===== src/hw/rtl/least_connections_server_table_top_assert.svh =====
// Assertion macros for the least-connections server table.
// Included by the top level; no other dependencies.
`ifndef LEAST_CONNECTIONS_SERVER_TABLE_TOP_ASSERT_SVH
`define LEAST_CONNECTIONS_SERVER_TABLE_TOP_ASSERT_SVH

`ifndef NO_ASSERTIONS

// Same-cycle implication, checked on every rising clock edge out of reset.
`define LCST_ASSERT_NOW(lbl, ante, cons, msg) \
	lbl: assert property (@(posedge clk) disable iff (!arst_n) (ante) |-> (cons)) \
		else $error(msg);

// Next-cycle implication.
`define LCST_ASSERT_NEXT(lbl, ante, cons, msg) \
	lbl: assert property (@(posedge clk) disable iff (!arst_n) (ante) |=> (cons)) \
		else $error(msg);

`else

`define LCST_ASSERT_NOW(lbl, ante, cons, msg)
`define LCST_ASSERT_NEXT(lbl, ante, cons, msg)

`endif

`endif


===== src/hw/rtl/lcst_pkg.sv =====
// Shared types and constants of the least-connections server table.
// No dependencies; imported by the controller, the datapath and the top level.
package lcst_pkg;

	localparam int MAX_SERVERS_DEF = 16;

	typedef enum logic [1:0] {
		CMD_REGISTER       = 2'd0,
		CMD_CLIENT_LEFT    = 2'd1,
		CMD_SERVER_LEAVE   = 2'd2,
		CMD_CLIENT_REQUEST = 2'd3
	} cmd_code_t;

	typedef enum logic [1:0] {
		ST_IDLE,
		ST_SCAN,
		ST_DRAIN,
		ST_FINISH
	} ctl_state_t;

	// One table entry as stored in the slot memory.
	typedef struct packed {
		logic [15:0] id;
		logic [31:0] addr;
		logic [15:0] port;
		logic [15:0] load;
	} slot_rec_t;

	localparam int REC_W = $bits(slot_rec_t);

	localparam logic STATUS_OK     = 1'b0;
	localparam logic STATUS_REJECT = 1'b1;

	// Controller to datapath commands.
	typedef struct packed {
		logic capture;
		logic issue;
		logic commit;
	} dp_ctl_t;

	// Datapath to controller status.
	typedef struct packed {
		logic last;
		logic out_busy;
	} dp_sts_t;

endpackage


===== src/hw/rtl/lcst_ram.sv =====
// Generic single-write, single-read RAM with registered read data.
// No dependencies.
module lcst_ram #(
	parameter int WIDTH = 8,
	parameter int DEPTH = 16,
	localparam int ADDR_W = (DEPTH > 1) ? $clog2(DEPTH) : 1
) (
	input  logic              clk,
	input  logic              wr_en,
	input  logic [ADDR_W-1:0] wr_addr,
	input  logic [WIDTH-1:0]  wr_data,
	input  logic              rd_en,
	input  logic [ADDR_W-1:0] rd_addr,
	output logic [WIDTH-1:0]  rd_data
);

	logic [WIDTH-1:0] mem_q [DEPTH];

	always_ff @(posedge clk) begin
		if (wr_en) begin
			mem_q[wr_addr] <= wr_data;
		end
		if (rd_en) begin
			rd_data <= mem_q[rd_addr];
		end
	end

endmodule


===== src/hw/rtl/lcst_ctrl.sv =====
// Controller state machine of the server table: accept, scan, drain, finish.
// Depends on lcst_pkg.
module lcst_ctrl (
	input  logic              clk,
	input  logic              arst_n,
	input  logic              in_valid,
	output logic              in_stall,
	input  lcst_pkg::dp_sts_t sts,
	output lcst_pkg::dp_ctl_t ctl
);

	import lcst_pkg::*;

	ctl_state_t state_q, state_d;

	always_ff @(posedge clk or negedge arst_n) begin
		if (!arst_n) begin
			state_q <= ST_IDLE;
		end else begin
			state_q <= state_d;
		end
	end

	always_comb begin
		state_d     = state_q;
		in_stall    = 1'b1;
		ctl.capture = 1'b0;
		ctl.issue   = 1'b0;
		ctl.commit  = 1'b0;
		case (state_q)
			ST_IDLE: begin
				in_stall = 1'b0;
				if (in_valid) begin
					ctl.capture = 1'b1;
					state_d     = ST_SCAN;
				end
			end
			ST_SCAN: begin
				ctl.issue = 1'b1;
				if (sts.last) begin
					state_d = ST_DRAIN;
				end
			end
			ST_DRAIN: begin
				state_d = ST_FINISH;
			end
			ST_FINISH: begin
				// hold until the output register is free
				if (!sts.out_busy) begin
					ctl.commit = 1'b1;
					state_d    = ST_IDLE;
				end
			end
			default: begin
				state_d = ST_IDLE;
			end
		endcase
	end

endmodule


===== src/hw/rtl/lcst_dp.sv =====
// Datapath of the server table: slot memory, valid bits, scan compare,
// pick register and output register. Depends on lcst_pkg and lcst_ram.
module lcst_dp #(
	parameter int MAX_SERVERS = lcst_pkg::MAX_SERVERS_DEF
) (
	input  logic              clk,
	input  logic              arst_n,
	input  lcst_pkg::dp_ctl_t ctl,
	output lcst_pkg::dp_sts_t sts,
	input  logic [1:0]        command,
	input  logic [15:0]       server_id,
	input  logic [31:0]       server_addr,
	input  logic [15:0]       server_port,
	output logic              out_valid,
	input  logic              out_stall,
	output logic              status,
	output logic [15:0]       chosen_id,
	output logic [31:0]       chosen_addr,
	output logic [15:0]       chosen_port
);

	import lcst_pkg::*;

	localparam int IDX_W = (MAX_SERVERS > 1) ? $clog2(MAX_SERVERS) : 1;

	// captured transaction
	cmd_code_t   op_q;
	logic [15:0] id_q;
	logic [31:0] addr_q;
	logic [15:0] port_q;

	// scan state
	logic [IDX_W-1:0]       idx_q;
	logic [IDX_W-1:0]       idx_s1;
	logic                   eval_s1;
	logic                   found_q;
	logic [IDX_W-1:0]       pick_q;
	slot_rec_t              pick_rec_q;
	logic [MAX_SERVERS-1:0] valid_q;

	logic [REC_W-1:0] rd_data;
	slot_rec_t        rec_rd;
	logic             valid_rd;
	logic             hit;

	logic             wr_en;
	slot_rec_t        wr_rec;
	logic             set_valid;
	logic             clr_valid;
	logic             res_status;
	logic             res_chosen;

	logic             out_valid_q;

	lcst_ram #(
		.WIDTH (REC_W),
		.DEPTH (MAX_SERVERS)
	) u_slot_ram (
		.clk     (clk),
		.wr_en   (wr_en),
		.wr_addr (pick_q),
		.wr_data (wr_rec),
		.rd_en   (ctl.issue),
		.rd_addr (idx_q),
		.rd_data (rd_data)
	);

	assign rec_rd   = slot_rec_t'(rd_data);
	assign valid_rd = valid_q[idx_s1];

	always_ff @(posedge clk) begin
		if (ctl.capture) begin
			op_q   <= cmd_code_t'(command);
			id_q   <= server_id;
			addr_q <= server_addr;
			port_q <= server_port;
		end
		idx_s1 <= idx_q;
		if (hit) begin
			pick_q     <= idx_s1;
			pick_rec_q <= rec_rd;
		end
	end

	// slot match for the current command
	always_comb begin
		hit = 1'b0;
		if (eval_s1) begin
			case (op_q)
				CMD_REGISTER:
					hit = !valid_rd && !found_q;
				CMD_CLIENT_LEFT, CMD_SERVER_LEAVE:
					hit = valid_rd && !found_q && (rec_rd.id == id_q);
				CMD_CLIENT_REQUEST:
					hit = valid_rd && (!found_q || (rec_rd.load < pick_rec_q.load));
				default:
					hit = 1'b0;
			endcase
		end
	end

	// table update and result at commit
	always_comb begin
		wr_en      = 1'b0;
		wr_rec     = pick_rec_q;
		set_valid  = 1'b0;
		clr_valid  = 1'b0;
		res_status = STATUS_OK;
		res_chosen = 1'b0;
		case (op_q)
			CMD_REGISTER: begin
				wr_rec.id   = id_q;
				wr_rec.addr = addr_q;
				wr_rec.port = port_q;
				wr_rec.load = 16'd0;
				wr_en       = ctl.commit && found_q;
				set_valid   = ctl.commit && found_q;
				res_status  = found_q ? STATUS_OK : STATUS_REJECT;
			end
			CMD_CLIENT_LEFT: begin
				wr_rec.load = pick_rec_q.load - 16'd1;
				wr_en       = ctl.commit && found_q && (pick_rec_q.load != 16'd0);
			end
			CMD_SERVER_LEAVE: begin
				clr_valid = ctl.commit && found_q;
			end
			CMD_CLIENT_REQUEST: begin
				if (pick_rec_q.load != 16'hFFFF) begin
					wr_rec.load = pick_rec_q.load + 16'd1;
				end
				wr_en      = ctl.commit && found_q;
				res_status = found_q ? STATUS_OK : STATUS_REJECT;
				res_chosen = found_q;
			end
			default: begin
				wr_en = 1'b0;
			end
		endcase
	end

	always_ff @(posedge clk or negedge arst_n) begin
		if (!arst_n) begin
			idx_q       <= '0;
			eval_s1     <= 1'b0;
			found_q     <= 1'b0;
			valid_q     <= '0;
			out_valid_q <= 1'b0;
		end else begin
			eval_s1 <= ctl.issue;
			if (ctl.capture) begin
				idx_q   <= '0;
				found_q <= 1'b0;
			end else begin
				if (ctl.issue) begin
					idx_q <= idx_q + IDX_W'(1);
				end
				if (hit) begin
					found_q <= 1'b1;
				end
			end
			if (set_valid) begin
				valid_q[pick_q] <= 1'b1;
			end else if (clr_valid) begin
				valid_q[pick_q] <= 1'b0;
			end
			if (ctl.commit) begin
				out_valid_q <= 1'b1;
			end else if (!out_stall) begin
				out_valid_q <= 1'b0;
			end
		end
	end

	always_ff @(posedge clk) begin
		if (ctl.commit) begin
			status      <= res_status;
			chosen_id   <= res_chosen ? pick_rec_q.id : 16'd0;
			chosen_addr <= res_chosen ? pick_rec_q.addr : 32'd0;
			chosen_port <= res_chosen ? pick_rec_q.port : 16'd0;
		end
	end

	assign out_valid    = out_valid_q;
	assign sts.last     = (idx_q == IDX_W'(MAX_SERVERS - 1));
	assign sts.out_busy = out_valid_q && out_stall;

endmodule


===== src/hw/rtl/least_connections_server_table_top.sv =====
// Least-connections server table: one transaction in, one result out; a new
// transaction is accepted only after the previous one has committed. Each
// transaction is captured in the idle state, then the controller sweeps the slot
// memory one entry a cycle through its single registered read port, evaluates the
// last read in a drain state, and commits the table update and the result in a
// finish state once the output register is free. Commands: register puts
// the server in the lowest free slot with a client count of zero (status 1 when
// the table is full); client left lowers the count of the lowest slot holding the
// id, stopping at zero; server leave frees that slot; client request picks the
// valid slot with the smallest count, lowest slot on a tie, raises its count
// (stopping at 65535) and reports id, address and port (status 1 when the table
// is empty). Client left and server leave always answer ok, even for an unknown
// id. Non-request results carry zero in the chosen fields. The result sits in an
// output register; while it waits, the next transaction is accepted and scanned,
// and only its commit waits for the register to drain. Reset empties the table at
// once; there is no clearing pass.
// Depends on lcst_pkg, lcst_ctrl, lcst_dp, lcst_ram and the assertion header.
`include "least_connections_server_table_top_assert.svh"

module least_connections_server_table_top #(
	parameter int MAX_SERVERS = lcst_pkg::MAX_SERVERS_DEF
) (
	input  logic        clk,
	input  logic        arst_n,
	// request channel
	input  logic        in_valid,
	output logic        in_stall,
	input  logic [1:0]  command,
	input  logic [15:0] server_id,
	input  logic [31:0] server_addr,
	input  logic [15:0] server_port,
	// result channel
	output logic        out_valid,
	input  logic        out_stall,
	output logic        status,
	output logic [15:0] chosen_id,
	output logic [31:0] chosen_addr,
	output logic [15:0] chosen_port
);

	import lcst_pkg::*;

	dp_ctl_t ctl;
	dp_sts_t sts;

	// Sequence each transaction: capture, sweep, drain, commit.
	lcst_ctrl u_ctrl (
		.clk      (clk),
		.arst_n   (arst_n),
		.in_valid (in_valid),
		.in_stall (in_stall),
		.sts      (sts),
		.ctl      (ctl)
	);

	// Hold the table, compare each slot during the sweep, drive the result.
	lcst_dp #(
		.MAX_SERVERS (MAX_SERVERS)
	) u_dp (
		.clk         (clk),
		.arst_n      (arst_n),
		.ctl         (ctl),
		.sts         (sts),
		.command     (command),
		.server_id   (server_id),
		.server_addr (server_addr),
		.server_port (server_port),
		.out_valid   (out_valid),
		.out_stall   (out_stall),
		.status      (status),
		.chosen_id   (chosen_id),
		.chosen_addr (chosen_addr),
		.chosen_port (chosen_port)
	);

	// An accepted transaction keeps the input closed for the next cycle.
	`LCST_ASSERT_NEXT(a_busy_after_accept, in_valid && !in_stall, in_stall, "input open after accept")

	// A result appears only through a commit.
	`LCST_ASSERT_NOW(a_result_from_commit, $rose(out_valid), $past(ctl.commit), "result without commit")

	// Never overwrite a result that is still waiting.
	`LCST_ASSERT_NOW(a_no_overwrite, ctl.commit, !sts.out_busy, "commit over waiting result")

	// Capture only while the sweep is idle.
	`LCST_ASSERT_NOW(a_capture_idle, ctl.capture, !ctl.issue && !ctl.commit, "capture during sweep")

endmodule

===== config.mk =====
export PLATFORM = sky130hd
export DESIGN_NAME = least_connections_server_table_top
export DESIGN_NICKNAME = d
export VERILOG_FILES = /design/src/hw/rtl/lcst_pkg.sv /design/src/hw/rtl/lcst_ram.sv /design/src/hw/rtl/lcst_ctrl.sv /design/src/hw/rtl/lcst_dp.sv /design/src/hw/rtl/least_connections_server_table_top.sv
export VERILOG_INCLUDE_DIRS = /design/src /design/src/hw/rtl
export SDC_FILE = /design/constraint.sdc
export NUM_CORES = 2
export LEC_CHECK = 0
export ABC_CLOCK_PERIOD_IN_PS = 13800
export BUFFER_PORTS_ARGS = -buffer_cell sky130_fd_sc_hd__buf_2
export CORE_MARGIN = 10
export CORE_UTILIZATION = 50
export DETAILED_ROUTE_END_ITERATION = 10
export GPL_TIMING_DRIVEN = 1
export PLACE_DENSITY = 0.65
export SLEW_MARGIN = 20
export SYNTH_ARGS = -nofsm -noshare
export SYNTH_HDL_FRONTEND = slang
export SYNTH_HIERARCHICAL = 1
export SYNTH_SLANG_ARGS = --single-unit

===== constraint.sdc =====
create_clock -name clk -period 13.8 [get_ports clk]
set_input_delay 2.76 -clock clk [delete_from_list [all_inputs] [get_ports clk]]
set_output_delay 2.76 -clock clk [all_outputs]
set_load 0.01 [all_outputs]

==> results.ini <==
[route]
drtPass1Iterations=8
route.detailed.drc=0
vias_per_cell=6.12
ant_nets=0
drtIter0Drc=3475
wire_per_inst_um=28.5
vias=28900
drt-total-wl_um=135000

[clocking]
h-tree-depth=4
path_clk_slew_ns=0.06
post_cts_buffers=0
clockBufferDepth=3
cts_resized=0
cts_tree=built
clock-sinks=1604
clock-root-buffer=clkbuf_16
cts_hold_buf=0
clk_latency_ns=0.76
cts_made_buffers=160

[die]
floorplan.initialDensity_pct=50.6
core-area_sq_um=120000
die_h_um=369
io_pins=137
fp.dieW_um=369
rows=127
die_area_sq_um=136000

[power]
p_int_w=0.00934
power_frac_comb_pct=19.5
total_power_w=0.0128
p_per_area_nw_per_um2=186
p_sw_share_pct=26.8
p_clk_share_pct=32.6
power.switching_w=0.00341
leakage_nw=22.0
pwr-share-seq_pct=47.9
vdd_drop_max_mv=0.149

[grt]
grt-ovfl-total=0
grt_max_degree=147
grt_pass1_wl_um=200000
grt_pass1_vias=30300
antenna_found_initial=5
grt_usage_pct=19.7

[timing]
worst_slack_ns=7.46
setup_tns_ns=0
fmax_mhz=158
rsz0062_at_grt=false
period_needed_ns=6.34
drv_slew=0
worst_slew_pin_slew_ns=1.17
setup_viol_count_final=0
period_share_pct=45.9
hold_violations=0
skew_ns=0.0354
slew_headroom_pct=21.7

[final_layout]
layout.nets=3083
fill_cells=8734
drive_above_1_share_pct=27.1
stdcell_count=4728
post-route-util_pct=57.0
syn_to_final_growth_pct=12.7
regArea_sq_um=48000
multi_input_area_sq_um=12300

[yosys]
syn-num-nets=2877
synth_cell_types=60
synth_most_common_cell=edfxtp_1
ys_seq_area_share_pct=78.8
async_flop_share_pct=1.56
synth-seq-cells=1604
synth_top_area_share_pct=77.7
yosysTopAreaCell=edfxtp_1
syn_avg_cell_area_sq_um=21.9
synth-edff-count=1575
synthTopCellsByArea=edfxtp_1 (78%), mux4_2 (12%), a22oi_1 (2.0%), mux2_2 (1.3%), dfrtp_1 (1.0%)
synthTopCellsByCount=edfxtp_1 (1575), mux4_2 (321), a22oi_1 (160)
yosysWarnings=6
synth_cells=2778
syn-cell-area_sq_um=60900
synth_flop_cell=edfxtp_1

[place]
port_buffers=136
hpwl_um=72900
pre_cts_ws_ns=6.67
place_congestion=0.784
placed_cells=4433

[setup_path]
r2r_slack_ns=8.65
cp-end-kind=flop
cp.required_ns=14.16
cp-start-kind=input pin
path_class=in2reg
crit_arrival_ns=6.69
worstPathMaxFanout=55

[hold_path]
worstHoldPathType=reg2reg

[job]
maxCapViolations=0

[outcome]
status=complete, no violations

==> worst paths after layout <==
path	from	to	cells after the start
max	out_stall	u_dp/u_slot_ram/mem_q[11][43]	8
min	u_dp/u_slot_ram/rd_data[37]	u_dp/pick_rec_q[37]	0
max reg2reg	u_dp/op_q[1]	u_dp/u_slot_ram/mem_q[11][43]	8
min reg2reg	u_dp/u_slot_ram/rd_data[37]	u_dp/pick_rec_q[37]	0
max in group asynchronous	arst_n	u_dp/idx_q[1]	1
min in group asynchronous	arst_n	u_dp/idx_q[2]	1
==> power groups by stage <==
stage / combinational (W) / sequential, W / clock, W
3_5_place_dp: 0.00252 / 0.00621 / 0
5_1_grt: 0.00269 / 0.00614 / 0.00442
4_1_cts: 0.00253 / 0.00611 / 0.00423
2_1_floorplan: 0.00180 / 0.00614 / 0
6_report: 0.00249 / 0.00611 / 0.00415
3_3_place_gp: 0.00246 / 0.00620 / 0
==> placed cells by master, fill, tap and decap left out, types with 9 or more instances in the layout <==
| cell type | synthesis | layout |
|---|---|---|
| a21oi_1 | 13 | 13 |
| a22oi_1 | 160 | 160 |
| and3_1 | 71 | 71 |
| buf_2 | 26 | 136 |
| buf_4 | 4 | 44 |
| bufinv_16 | 0 | 9 |
| clkbuf_1 | 76 | 34 |
| clkbuf_16 | 0 | 165 |
| clkinv_1 | 0 | 38 |
| clkinv_2 | 0 | 32 |
| dfrtp_1 | 25 | 22 |
| edfxtp_1 | 1575 | 1575 |
| ha_1 | 29 | 26 |
| inv_1 | 24 | 24 |
| mux2_2 | 71 | 71 |
| mux2i_1 | 14 | 14 |
| mux4_2 | 321 | 321 |
| nand2_1 | 104 | 104 |
| nand3_1 | 9 | 9 |
| nand4_1 | 13 | 13 |
| nor2_1 | 47 | 34 |
| nor2_4 | 0 | 13 |
| nor3_1 | 16 | 12 |
| o21ai_0 | 17 | 17 |
| o41ai_1 | 9 | 9 |
| xnor2_1 | 15 | 15 |
==> cell type report <==
| cell class | count | area share (%) |
|---|---|---|
| Multi-Input combinational cell | 1002 | 18.0 |
| Timing Repair Buffer | 191 | 1.70 |
| Antenna cell | 1 | 0.00365 |
| Tap cell | 1612 | 2.94 |
| Clock buffer | 200 | 6.22 |
| Inverter | 25 | 0.137 |
| Sequential cell | 1604 | 69.9 |
| Clock inverter | 93 | 1.10 |
==> stage by stage <==
stage	hold slack, ns	area, sq um
final	0.397	68600
after global routing	0.412	68600
after CTS	0.406	68600
after detailed placement	0.405	63600
after global placement	0.401	63500
after floorplan	0.400	60900
==> flip-flops by register name (all words and copies together), names as in the netlist, 2 cells and up, named ones only <==
signal                   count
u_dp/addr_q                 32
u_dp/port_q                 16
u_dp/u_slot_ram/mem_q     1280
u_dp/chosen_id              16
u_dp/pick_q                  4
u_dp/op_q                    2
u_ctrl/state_q               2
u_dp/pick_rec_q             80
u_dp/idx_q                   4
u_dp/idx_s1                  4
u_dp/u_slot_ram/rd_data     80
u_dp/chosen_addr            32
u_dp/id_q                   16
u_dp/chosen_port            16
==> logic make-up (layout without fill, tap and decap cells) <==
kind of cell    after synthesis  after routing  share of synthesized area [%]
xor+xnor                     21             21                          0.302
fa+ha+maj                    29             29                          0.596
flops                      1604           1604                           78.8
mux                         411            411                           13.6
compound gates              243            243                           2.92
buf+inv                     172            509                           1.31
other cells                   0              1                              0
simple gates                298            298                           2.43
==> per-layer routing <==
layer	GRT usage, %	share of wire (%)
met1	27.6	41
met2	31.5	48
met3	4.02	8.0
met4	5.63	2.4
met5	0	0
==> worst max-delay path, cell delays in order <==
cell and delay, ns:
buf_2 0.10, and2_1 0.19, nor2b_4 0.16, nand2_1 0.30
a211oi_1 0.82, nand3b_1 0.44, nor2_4 0.88, buf_4 0.97
No activity file was read; power rests on OpenSTA's default activity.
